[src/rtl/multi_channel_blink_pattern_generator_core_defines.svh]
// assertion macros for the blink pattern generator
`ifndef MULTI_CHANNEL_BLINK_PATTERN_GENERATOR_CORE_DEFINES_SVH
`define MULTI_CHANNEL_BLINK_PATTERN_GENERATOR_CORE_DEFINES_SVH

// same-cycle implication, checked outside reset
`define MCBPG_ASSERT_NOW(label, ante, cons) \
  label: assert property (@(posedge clk) disable iff (rst) (ante) |-> (cons)) \
    else $error("blink generator check failed");

// next-cycle implication, checked outside reset
`define MCBPG_ASSERT_NEXT(label, ante, cons) \
  label: assert property (@(posedge clk) disable iff (rst) (ante) |=> (cons)) \
    else $error("blink generator check failed");

`endif

[src/rtl/mcbpg_pkg.sv]
// shared types and constants of the blink pattern generator
`default_nettype none

package mcbpg_pkg;

  typedef enum logic [1:0] {
    OP_TICK  = 2'd0,
    OP_START = 2'd1,
    OP_STOP  = 2'd2,
    OP_UNDEF = 2'd3
  } op_t;

  typedef struct packed {
    logic busy;
    logic done;
  } div_stat_t;

  localparam int          DIVIDEND_BITS = 33;
  localparam logic [31:0] ELAPSED_MAX   = 32'hFFFF_FFFF;
  localparam logic [63:0] ON_RESET      = 64'h0001_0101_0102_0000;
  localparam logic [63:0] CYCLE_RESET   = 64'd3108366801174528;

  // run limit held by each channel after reset
  function automatic logic [31:0] limit_reset(input logic [2:0] idx);
    logic [31:0] val;
    unique case (idx)
      3'd2:                     val = 32'h0000_FFFF;
      3'd3, 3'd4, 3'd5, 3'd6:   val = 32'd22;
      default:                  val = 32'd0;
    endcase
    return val;
  endfunction

endpackage

`default_nettype wire

[src/rtl/mcbpg_mod.sv]
// bit-serial remainder unit: one dividend bit per cycle
`default_nettype none

module mcbpg_mod #(
  parameter int DIV_BITS = 8
) (
  input  wire logic                                   clk,
  input  wire logic                                   rst,
  input  wire logic                                   start,
  input  wire logic [mcbpg_pkg::DIVIDEND_BITS-1:0]    dividend,
  input  wire logic [DIV_BITS-1:0]                    divisor,
  output mcbpg_pkg::div_stat_t                        stat,
  output logic      [DIV_BITS-1:0]                    remainder
);

  localparam int CNT_BITS = $clog2(mcbpg_pkg::DIVIDEND_BITS);

  logic                                busy;
  logic                                done;
  logic [CNT_BITS-1:0]                 cnt;
  logic [mcbpg_pkg::DIVIDEND_BITS-1:0] shreg;
  logic [DIV_BITS-1:0]                 div_q;
  logic [DIV_BITS-1:0]                 rem;
  logic [DIV_BITS:0]                   trial;
  logic [DIV_BITS:0]                   trial_sub;
  logic                                fits;

  // shift the next dividend bit in, subtract when it fits
  always_comb begin
    trial     = {rem, shreg[mcbpg_pkg::DIVIDEND_BITS-1]};
    fits      = (trial >= {1'b0, div_q});
    trial_sub = trial - {1'b0, div_q};
  end

  always_ff @(posedge clk) begin
    if (rst) begin
      busy <= 1'b0;
      done <= 1'b0;
      cnt  <= '0;
    end else begin
      if (start) begin
        busy <= 1'b1;
        done <= 1'b0;
        cnt  <= CNT_BITS'(mcbpg_pkg::DIVIDEND_BITS - 1);
      end else if (busy) begin
        if (cnt == '0) begin
          busy <= 1'b0;
          done <= 1'b1;
        end else begin
          done <= 1'b0;
          cnt  <= cnt - 1'b1;
        end
      end else begin
        done <= 1'b0;
      end
    end
  end

  always_ff @(posedge clk) begin
    if (start) begin
      shreg <= dividend;
      div_q <= divisor;
      rem   <= '0;
    end else if (busy) begin
      shreg <= shreg << 1;
      rem   <= fits ? trial_sub[DIV_BITS-1:0] : trial[DIV_BITS-1:0];
    end
  end

  assign stat.busy = busy;
  assign stat.done = done;
  assign remainder = rem;

endmodule

`default_nettype wire

[src/rtl/multi_channel_blink_pattern_generator_core.sv]
// top level of the multi-channel blink pattern generator
// start, stop and undefined requests go from acceptance straight to the finish step
// tick: idle channels are skipped; a running channel with a nonzero cycle waits for a
// bit-serial remainder over the 33-bit dividend, and one with no cycle does not
// one request at a time; the next request is taken while the previous result waits
// reset is synchronous; channel state comes from per-entry valid bits, so no clearing pass
`default_nettype none

module multi_channel_blink_pattern_generator_core #(
  parameter int CHANNELS     = 8,
  parameter int PATTERN_BITS = 8
) (
  input  wire logic        clk,
  input  wire logic        rst,
  // configuration write port
  input  wire logic        cfg_write,
  input  wire logic        cfg_index,
  input  wire logic [63:0] cfg_data,
  // request channel
  input  wire logic        in_valid,
  output logic             in_stall,
  input  wire logic [1:0]  opcode,
  input  wire logic [2:0]  channel,
  input  wire logic [31:0] run_ticks,
  // result channel
  output logic             out_valid,
  input  wire logic        out_stall,
  output logic [7:0]       turn_on_mask,
  output logic [7:0]       turn_off_mask,
  output logic [7:0]       active_mask,
  output logic             bad_request
);

  localparam int CH_BITS  = (CHANNELS > 1) ? $clog2(CHANNELS) : 1;
  localparam int CNT_W    = 32 + PATTERN_BITS;

  // one-hot sequencer
  typedef enum logic [5:0] {
    ST_IDLE   = 6'b000001,
    ST_SCAN   = 6'b000010,
    ST_CALC   = 6'b000100,
    ST_DIV    = 6'b001000,
    ST_WRITE  = 6'b010000,
    ST_FINISH = 6'b100000
  } state_t;

  state_t state;

  // configuration registers
  logic [63:0] on_times_packed;
  logic [63:0] cycle_lengths_packed;

  always_ff @(posedge clk) begin
    if (rst) begin
      on_times_packed      <= mcbpg_pkg::ON_RESET;
      cycle_lengths_packed <= mcbpg_pkg::CYCLE_RESET;
    end else if (cfg_write) begin
      if (cfg_index == 1'b0) begin
        on_times_packed <= cfg_data;
      end else begin
        cycle_lengths_packed <= cfg_data;
      end
    end
  end

  // request acceptance
  logic in_fire;
  logic ch_in_range;
  logic [CH_BITS-1:0] ch_idx;

  assign in_stall    = (state != ST_IDLE);
  assign in_fire     = in_valid && !in_stall;
  assign ch_in_range = ({1'b0, channel} < 4'(CHANNELS));
  assign ch_idx      = channel[CH_BITS-1:0];

  // per-channel state memories: run limit, and elapsed count with phase
  // an entry never written reads as its reset value through its valid bit
  logic [31:0]    lim_mem [CHANNELS];
  logic [CNT_W-1:0] cnt_mem [CHANNELS];
  logic [CHANNELS-1:0] lim_vld;
  logic [CHANNELS-1:0] cnt_vld;
  logic [31:0]    lim_rd;
  logic [CNT_W-1:0] cnt_rd;
  logic           lim_rd_vld;
  logic           cnt_rd_vld;

  logic [CHANNELS-1:0] running;
  logic [CH_BITS-1:0]  k;          // channel being visited by a tick
  logic                last_ch;
  logic                bad_q;
  logic [7:0]          on_acc;
  logic [7:0]          off_acc;
  logic [31:0]         elapsed_new;
  logic [PATTERN_BITS-1:0] phase_new;

  logic start_wr;
  logic cnt_wr;

  assign last_ch  = (k == CH_BITS'(CHANNELS - 1));
  assign start_wr = in_fire && (mcbpg_pkg::op_t'(opcode) == mcbpg_pkg::OP_START) && ch_in_range;
  assign cnt_wr   = (state == ST_WRITE);

  // sequencer visits one entry at a time, so a write back never overlaps a read of it
  always_ff @(posedge clk) begin
    if (start_wr) begin
      lim_mem[ch_idx] <= run_ticks;
    end
    if (cnt_wr) begin
      cnt_mem[k] <= {elapsed_new, phase_new};
    end
    lim_rd <= lim_mem[k];
    cnt_rd <= cnt_mem[k];
  end

  always_ff @(posedge clk) begin
    if (rst) begin
      lim_vld    <= '0;
      cnt_vld    <= '0;
      lim_rd_vld <= 1'b0;
      cnt_rd_vld <= 1'b0;
    end else begin
      if (start_wr) begin
        lim_vld[ch_idx] <= 1'b1;
      end
      if (cnt_wr) begin
        cnt_vld[k] <= 1'b1;
      end
      lim_rd_vld <= lim_vld[k];
      cnt_rd_vld <= cnt_vld[k];
    end
  end

  // read-data view with reset values for entries never written
  logic [31:0]             lim_eff;
  logic [31:0]             elapsed_old;
  logic [PATTERN_BITS-1:0] phase_old;
  logic [31:0]             elapsed_inc;
  logic [PATTERN_BITS-1:0] on_field;
  logic [PATTERN_BITS-1:0] cyc_field;
  logic [mcbpg_pkg::DIVIDEND_BITS-1:0] dividend;

  always_comb begin
    lim_eff     = lim_rd_vld ? lim_rd : mcbpg_pkg::limit_reset(3'(k));
    elapsed_old = cnt_rd_vld ? cnt_rd[CNT_W-1:PATTERN_BITS] : 32'd0;
    phase_old   = cnt_rd_vld ? cnt_rd[PATTERN_BITS-1:0] : '0;
    // saturating increment
    elapsed_inc = (elapsed_old == mcbpg_pkg::ELAPSED_MAX) ? elapsed_old : elapsed_old + 32'd1;
    on_field    = on_times_packed[{k, 3'b000} +: PATTERN_BITS];
    cyc_field   = cycle_lengths_packed[{k, 3'b000} +: PATTERN_BITS];
    // phase uses the full count plus one, no wrap
    dividend    = {1'b0, elapsed_inc} + 33'd1;
  end

  // remainder unit
  mcbpg_pkg::div_stat_t div_stat;
  logic                    div_start;
  logic [PATTERN_BITS-1:0] div_rem;

  assign div_start = (state == ST_CALC) && (cyc_field != '0);

  mcbpg_mod #(
    .DIV_BITS (PATTERN_BITS)
  ) u_mod (
    .clk       (clk),
    .rst       (rst),
    .start     (div_start),
    .dividend  (dividend),
    .divisor   (cyc_field),
    .stat      (div_stat),
    .remainder (div_rem)
  );

  // output register is free when empty or being taken this cycle
  logic out_free;
  assign out_free = !out_valid || !out_stall;

  logic [7:0] run_view;
  always_comb begin
    run_view = '0;
    run_view[CHANNELS-1:0] = running;
  end

  // main sequencer
  always_ff @(posedge clk) begin
    if (rst) begin
      state     <= ST_IDLE;
      running   <= '0;
      k         <= '0;
      bad_q     <= 1'b0;
      out_valid <= 1'b0;
    end else begin
      // a new result loads as the old one leaves, otherwise a taken result empties it
      if ((state == ST_FINISH) && out_free) begin
        out_valid <= 1'b1;
      end else if (out_valid && !out_stall) begin
        out_valid <= 1'b0;
      end
      unique case (state)
        ST_IDLE: begin
          if (in_fire) begin
            bad_q <= 1'b0;
            k     <= '0;
            unique case (mcbpg_pkg::op_t'(opcode))
              mcbpg_pkg::OP_TICK: begin
                state <= ST_SCAN;
              end
              mcbpg_pkg::OP_START: begin
                if (ch_in_range) begin
                  running[ch_idx] <= 1'b1;
                end
                state <= ST_FINISH;
              end
              mcbpg_pkg::OP_STOP: begin
                if (ch_in_range) begin
                  running[ch_idx] <= 1'b0;
                end
                state <= ST_FINISH;
              end
              mcbpg_pkg::OP_UNDEF: begin
                bad_q <= 1'b1;
                state <= ST_FINISH;
              end
              default: begin
                state <= ST_FINISH;
              end
            endcase
          end
        end
        ST_SCAN: begin
          // idle channels are skipped; the read of entry k lands next cycle
          if (running[k]) begin
            state <= ST_CALC;
          end else if (last_ch) begin
            state <= ST_FINISH;
          end else begin
            k <= k + 1'b1;
          end
        end
        ST_CALC: begin
          elapsed_new <= elapsed_inc;
          if (elapsed_inc >= lim_eff) begin
            running[k] <= 1'b0;
          end
          if (cyc_field == '0) begin
            phase_new <= '0;
            state     <= ST_WRITE;
          end else begin
            state <= ST_DIV;
          end
        end
        ST_DIV: begin
          if (div_stat.done) begin
            phase_new <= div_rem;
            state     <= ST_WRITE;
          end
        end
        ST_WRITE: begin
          if (last_ch) begin
            state <= ST_FINISH;
          end else begin
            k     <= k + 1'b1;
            state <= ST_SCAN;
          end
        end
        ST_FINISH: begin
          if (out_free) begin
            state <= ST_IDLE;
          end
        end
        default: begin
          state <= ST_IDLE;
        end
      endcase
    end
  end

  // turn-on and turn-off masks collected over one tick
  always_ff @(posedge clk) begin
    if (in_fire) begin
      on_acc  <= '0;
      off_acc <= '0;
    end else if (state == ST_CALC) begin
      if (phase_old == '0) begin
        on_acc <= on_acc | (8'd1 << k);
      end
      if (phase_old == on_field) begin
        off_acc <= off_acc | (8'd1 << k);
      end
    end
  end

  // result register
  always_ff @(posedge clk) begin
    if ((state == ST_FINISH) && out_free) begin
      turn_on_mask  <= on_acc;
      turn_off_mask <= off_acc;
      active_mask   <= run_view;
      bad_request   <= bad_q;
    end
  end

`include "multi_channel_blink_pattern_generator_core_defines.svh"

  // an undefined request never carries turn-on or turn-off bits
  `MCBPG_ASSERT_NOW(a_bad_no_masks, out_valid && bad_request, (turn_on_mask | turn_off_mask) == 8'd0)
  // the remainder unit is quiet whenever the sequencer waits for a request
  `MCBPG_ASSERT_NOW(a_div_idle, state == ST_IDLE, !div_stat.busy)
  // a remainder is only started from the calculate step and runs in the divide wait
  `MCBPG_ASSERT_NEXT(a_div_start_wait, div_start, (state == ST_DIV) && div_stat.busy)
  // no channel beyond the configured count is ever reported active
  `MCBPG_ASSERT_NOW(a_active_range, out_valid, (active_mask >> CHANNELS) == 8'd0)

endmodule

`default_nettype wire

[config.mk]
export PLATFORM = sky130hd
export DESIGN_NAME = multi_channel_blink_pattern_generator_core
export DESIGN_NICKNAME = d
export VERILOG_FILES = /design/src/rtl/mcbpg_pkg.sv /design/src/rtl/mcbpg_mod.sv /design/src/rtl/multi_channel_blink_pattern_generator_core.sv
export VERILOG_INCLUDE_DIRS = /design/src /design/src/rtl
export SDC_FILE = /design/constraint.sdc
export NUM_CORES = 1
export LEC_CHECK = 0
export ABC_AREA = 1
export BUFFER_PORTS_ARGS = -buffer_cell sky130_fd_sc_hd__buf_2
export CORE_ASPECT_RATIO = 1.5
export CORE_MARGIN = 2
export CORE_UTILIZATION = 33
export DETAILED_ROUTE_END_ITERATION = 7
export MAX_ROUTING_LAYER = met4
export PLACE_DENSITY_LB_ADDON = 0.05
export SKIP_CTS_REPAIR_TIMING = 1
export SLEW_MARGIN = 20
export SYNTH_ARGS = -nofsm -noshare
export SYNTH_HDL_FRONTEND = slang
export SYNTH_SLANG_ARGS = --single-unit
[constraint.sdc]
create_clock -name clk -period 9.3 [get_ports clk]
set_input_delay 0.93 -clock clk [delete_from_list [all_inputs] [get_ports clk]]
set_output_delay 0.93 -clock clk [all_outputs]
set_load 0.005 [all_outputs]
Word-level counts from Yosys, hierarchy flattened

Memory sizes are Yosys's and may differ from the RTL's. A register that Yosys moved wholly into a read port is not among the register bits.
Index checks and enable logic that the tools add are counted.
W data, S select, Z words.

Register bits: 303
Bits in writable memories: 576
Output and inout bits: 27
Memories kept: 2

Memories:

| memory  | words | width | read ports | clocked after memory_dff | write ports | RTL line                                         | source |
|---|---|---|---|---|---|---|---|
| cnt_mem | 8     | 40    | 1          | 1                        | 1           | multi_channel_blink_pattern_generator_core.sv:79 | `logic [CNT_W-1:0] cnt_mem [CHANNELS];` |
| lim_mem | 8     | 32    | 1          | 1                        | 1           | multi_channel_blink_pattern_generator_core.sv:78 | `logic [31:0] lim_mem [CHANNELS];` |

Bitwise gates (word level): 13
Order comparisons: 6
Shift-type cells: 3
Multiplexer cells: 52
Equality and inequality tests: 27
Reduce and logical (&&, ||, !) cells: 37
Add/sub/neg operators: 5

Operators by type and width:

| cell                    | count |
|---|---|
| $shiftx A64 B7 Y8       | 2 |
| $mux W32                | 3 |
| $mux W33                | 2 |
| $mux W6                 | 9 |
| $mux W8                 | 6 |
| $pmux W8 S2             | 3 |
| $or A8 B8 Y8            | 5 |
| $pmux W6 S6             | 1 |
| $add A32 B1 Y33 const B | 1 |
| $add A32 B1 Y32 const B | 1 |
| $eq A32 B32 Y1 const B  | 1 |
| $ge A32 B32 Y1          | 1 |
| $pmux W16 S2            | 1 |
| $and A8 B8 Y8           | 2 |
| $logic_not A8 Y1        | 2 |
| $mux W1                 | 16 |
| $not A8 Y8              | 2 |
| $reduce_and A2 Y1       | 8 |
| $eq A3 B3 Y1 const B    | 4 |
| $ne A2 B2 Y1 const B    | 6 |
| $pmux W6 S2             | 1 |
| $reduce_and A4 Y1       | 3 |
| $bmux W1 S3             | 3 |
| $ge A9 B8 Y1            | 1 |
| other kinds (37)        | 59 |

Longest topological paths before layout

Depth in word-level cells: 9
Gate-level depth with buffers: 39
Mapped depth without buffers: 34

By module

Synthesis repeated with hierarchy kept, for this count alone.

Cell total of the unflattened synthesis: 3233
Area total of the unflattened synthesis: 37464.7 µm²

By module, submodules not included:

| module                                     | instances | cells each | area an instance (µm²) |
|---|---|---|---|
| multi_channel_blink_pattern_generator_core | 1         | 2900       | 34598.2 |
| mcbpg_mod                                  | 1         | 333        | 2866.5 |

Least setup slack after synthesis

Ideal clock, no wire load.

Path kind: register -> register
Start point: reg state[3]
End point: mem lim_mem[4][0], enable pin
Slack: 5.030 ns
Arrival: 3.806 ns
Cell stages (with the launch flop): 8
Path buffers: 0
Data required time: 8.836 ns
Library setup time: 0.464 ns
Period minus slack after synthesis: 4.270 ns
Cell sequence: dfxtp_1 > nor2_1 > inv_1 > nor4_2 > inv_1 > nor2_1 > inv_1 > nor3_1

Word-level cells in the longest chain between the ends: 6

RTL lines:

| element                       | RTL line                                          | source |
|---|---|---|
| from (decl)                   | multi_channel_blink_pattern_generator_core.sv:47  | `state_t state;` |
| from (signal assigned)        | multi_channel_blink_pattern_generator_core.sv:186 | `state <= ST_IDLE;` |
| from (signal assigned)        | multi_channel_blink_pattern_generator_core.sv:205 | `state <= ST_SCAN;` |
| from (signal assigned)        | multi_channel_blink_pattern_generator_core.sv:211 | `state <= ST_FINISH;` |
| $ne A6 B1 Y1                  | multi_channel_blink_pattern_generator_core.sv:71  | `assign in_stall = (state != ST_IDLE);` |
| net in_stall                  | multi_channel_blink_pattern_generator_core.sv:21  | `output logic in_stall,` |
| $logic_not A1 Y1              | multi_channel_blink_pattern_generator_core.sv:72  | `assign in_fire = in_valid && !in_stall;` |
| $logic_and A1 B1 Y1           | multi_channel_blink_pattern_generator_core.sv:72  |  |
| $logic_and A1 B1 Y1           | multi_channel_blink_pattern_generator_core.sv:100 | `assign start_wr = in_fire && (mcbpg_pkg::op_t'(opcode) == mcbpg_pkg::OP_START) && ch_in_range;` |
| $mux W1                       | multi_channel_blink_pattern_generator_core.sv:105 | `if (start_wr) begin` |
| $mux W1 (implied by the code) | multi_channel_blink_pattern_generator_core.sv:106 | `lim_mem[ch_idx] <= run_ticks;` |
| to (decl)                     | multi_channel_blink_pattern_generator_core.sv:78  |  |

The timed path passes the listed nets, and every way through them passes these cells.

Worst setup path in the final report

Start point: reg k[2]
End point: reg u_mod.shreg[31] in the netlist's numbering, enable pin

Word-level cells in the longest chain between the ends: 4

RTL lines:

| element                             | RTL line                                          | source |
|---|---|---|
| from (decl)                         | multi_channel_blink_pattern_generator_core.sv:88  | `logic [CH_BITS-1:0] k;` |
| from (signal assigned)              | multi_channel_blink_pattern_generator_core.sv:236 | `k <= k + 1'b1;` |
| from (signal assigned)              | multi_channel_blink_pattern_generator_core.sv:261 | `k <= k + 1'b1;` |
| $shiftx A64 B7 Y8                   | multi_channel_blink_pattern_generator_core.sv:149 | `cyc_field = cycle_lengths_packed[{k, 3'b000} +: PATTERN_BITS];` |
| net cyc_field[7]                    | multi_channel_blink_pattern_generator_core.sv:139 | `logic [PATTERN_BITS-1:0] cyc_field;` |
| $reduce_bool A8 Y1                  | multi_channel_blink_pattern_generator_core.sv:159 | `assign div_start = (state == ST_CALC) && (cyc_field != '0);` |
| $logic_and A1 B1 Y1                 | multi_channel_blink_pattern_generator_core.sv:159 |  |
| $reduce_bool A2 Y1 (no source line) | --                                                |  |
| to (signal assigned)                | mcbpg_mod.sv:61                                   | `shreg <= dividend;` |
| to (signal assigned)                | mcbpg_mod.sv:65                                   | `shreg <= shreg << 1;` |
| to (decl)                           | mcbpg_mod.sv:21                                   | `logic [mcbpg_pkg::DIVIDEND_BITS-1:0] shreg;` |

The timed path passes the listed nets, and every way through them passes these cells.
A chain may end at the register's enable or synchronous reset.

==> summary.txt <==
Final layout
  – Layout cells sized above 1: between 10% and 20%
  – Final Util: between 30 and 40%
  – Finished Cell Area: 0.0429 sq mm
  – Post-layout net count: 3,431
  – Area grow syn2layout: 15.3%

Setup path
  – Crit-path cells: nor2_1 -> nand2_1 -> buf_4 -> clkinv_2 -> buf_4 -> a221oi_1 -> nand3_1 -> nor2_1 -> nand2_1 -> o21ai_4 -> buf_4 -> nand2_2
  – CP dominant cell by count: buf_4
  – Top Family by Delay on Critical Path: buffers and inverters
  – Crit path max fanout: just over 50
  – Path depth of the worst reg2reg path: 12
  – Buf+Inv Stages, Crit Path: 4
  – Critical setup path kind: register to register
  – FF-to-FF setup slack: about 4.1 ns
  – CP arrival: approximately 5.4 ns
  – R2r endpoint: u_mod.shreg[31]$_DFFE_PP_
  – Required time worst endpoint: around 9.5 ns
  – Worst Setup End Kind: register
  – Critical Path Start Type: register
  – Worst path slowest cell: nand2_2
  – Worst r2r src: k[2]$_SDFFE_PP0P_
  – CP max stage delay: 0.76 ns

Synth
  – Synth async-reset ratio: 0%
  – Cell taking the most area after synthesis: edfxtp_1
  – Ranking of synthesized cells by area: edfxtp_1, dfxtp_1, nand2_1
  – Main flop type after synthesis: edfxtp_1
  – Yosys warning total: 0
  – Synth Instances: between 3,000 and 4,000
  – Count leader, synth: edfxtp_1
  – Synth cell types: between 50 and 60
  – Post-synth EDFFs: just under 700
  – Synthesized area: approximately 0.037 sq mm
  – Synth Net Count: 3,291
  – Register bit count reported by yosys: between 900 and 1,000
  – Syn Area/Cell: approximately 12 sq um
  – Seq/Total Area, Yosys: slightly below 70%
  – Top-area cell type share of the netlist area: a little under three fifths
  – Synth top cells by count: edfxtp_1, nand2_1, nor2_1

Placement
  – Dpl ws: around 4 ns
  – RePlAce Congestion: ~0.87
  – DP HPWL: just under 80,000 microns
  – IO Port Bufs: about 130
  – Placed Area: 0.0396 sq mm

Run status
  – Outcome: complete, no violations

Floorplanning
  – Chip height: 415 microns
  – Chip width: between 200 and 300 microns
  – Core area: 0.112 sq mm
  – Starting Density: around a third
  – IO Count: 134
  – Row Count: 150
  – DIE AREA: about 0.12 sq mm

Clock tree
  – Worst skew pair latency: roughly 0.70 ns
  – CTS HTree Levels: 3
  – Max Buffers Root-to-Sink: 3
  – Reg clk slew, reported paths: 0.06 ns
  – Clk sinks: 951
  – Clk root buf: clkbuf_16
  – CTS tree: yes
  – Num CTS Buffers: between 90 and 100

Power and ir drop
  – PD cells: around 260 mW/mm^2
  – Leakage: 0.0152 uW
  – Peak supply drop: 0.156 mV

Timing
  – Slew Viols, Final: 0
  – RSZ-0062 raised after global routing: no
  – Min cycle time layout: approximately 5.2 ns
  – Total negative slack: 0 ns
  – Worst-Margin Slew: between 1 and 1.5 ns
  – Worst Setup Slack, final: slightly above 4 ns
  – Final setup skew: between 0.03 and 0.04 ns
  – Final setup vio count: 0
  – Hold Violations, Final: 0
  – Max Freq: about 190 MHz
  – Tcrit/Tclk final: around 56%
  – Slew Limit Headroom: 29.1%
  – Hold_ws: 0.434 ns

Worst hold path
  – Hold wc startpoint: off_acc[4]$_SDFFE_PP0P_
  – Hold EP: turn_off_mask[4]$_DFFE_PP_
  – Hold depth: 0
  – Worst Hold Class: register to register

Detailed routing
  – Final WL: roughly 120,000 microns
  – Routed vias/inst: a little over 5
  – Drt wl/cell: around 25 microns
  – Iteration-0 DRC Markers: 1,711
  – Final ANT Viol Nets: 0
  – Total number of vias: approximately 25,000
  – Drc violations: 0
  – DR pass1 iterations: 5

GRT
  – Pin count of the biggest net entering global routing: ~110
  – Gr usage total: between 20 and 25%
  – Vias in the first global route: roughly 25,000
  – Initial antenna violation count: 6
  – Grt ovf: 0
  – First-pass GRT wire length: around 180,000 microns

Run
  – Max cap viols: 0
worst max path at each step:
stage	start	end	slack, ns	cells past startpoint
floorplan	state[3]$_SDFFE_PP0P_	lim_mem[4][0]$_DFFE_PP_	5.03	7
global placement	k[2]$_SDFFE_PP0P_	u_mod.shreg[8]$_DFFE_PP_	4.00	12
detailed placement	k[2]$_SDFFE_PP0P_	u_mod.shreg[0]$_SDFFCE_PN0P_	4.00	12
CTS	k[2]$_SDFFE_PP0P_	u_mod.shreg[31]$_DFFE_PP_	4.03	12
global route	k[2]$_SDFFE_PP0P_	u_mod.shreg[30]$_DFFE_PP_	3.74	12
finish	k[2]$_SDFFE_PP0P_	u_mod.shreg[31]$_DFFE_PP_	4.11	12
registers in the layout, indices dropped and copies added (netlist names), 32 cells and up, named ones only:
signal                count
cnt_mem                 320
cnt_rd                   40
cycle_lengths_packed     64
elapsed_new              32
lim_mem                 256
lim_rd                   32
on_times_packed          64
u_mod.shreg              33
cells by family after synthesis:
group / share of synthesized area (%)
simple gates: 12.8
flops: 69.5
compound gates: 10.6
buf+inv: 3.98
xor+xnor: 1.38
fa+ha+maj: 1.70
layer usage:
layer	global-route usage (%)	vias to the layer above	share of wire, %	routed length (microns)
met5	-	-	0	0
met4	8.45	0	3.6	4360
met3	2.28	192	3.8	4600
met2	39.5	635	53	65400
met1	24.0	12400	39	48100
li1	-	11500	-	-
cell usage in the layout (no fill, tap or decap), types with 9 or more instances in the layout:
master,instances
nand4_1,101
inv_1,196
a22o_1,53
nand3_1,67
buf_4,55
xnor2_1,19
ha_1,49
nand2_1,550
buf_2,133
clkinvlp_4,9
a211oi_1,10
a21oi_1,115
nor2_1,282
dfxtp_1,268
a22oi_1,98
nand3_2,10
nor3_1,25
clkbuf_1,15
o21ai_0,173
clkinv_1,16
nand2_2,15
edfxtp_1,682
nor2_2,9
o22ai_1,27
xor2_1,38
a221oi_1,82
clkbuf_16,100
clkbuf_8,15
o211ai_1,11
nor2_4,15
clkinv_2,26
where the power goes:
group	switching (uW)	internal (uW)
Combinational	1380	564
Clock	1700	2330
Sequential	242	4780
through the flow:
step | total power, uW | std cells
3_5_place_dp | 7110 | 4619
4_1_cts | 11200 | 4802
2_1_floorplan | 6090 | 3134
3_3_place_gp | 7100 | 4619
5_1_grt | 11500 | 4807
6_report | 11000 | 4807
layout make-up:
cell class                 instances  area [sq um]
fill                           10700         68700
sequential                       951         25900
multi-input combinational       1813          9990
clock buffer                     133          2780
tap                             1444          1810
timing repair buffer             189          1100
inverter                         222           846
clock inverter                    50           536
antenna                            5          12.5
Note: power is estimated with default switching activity, not from simulation.
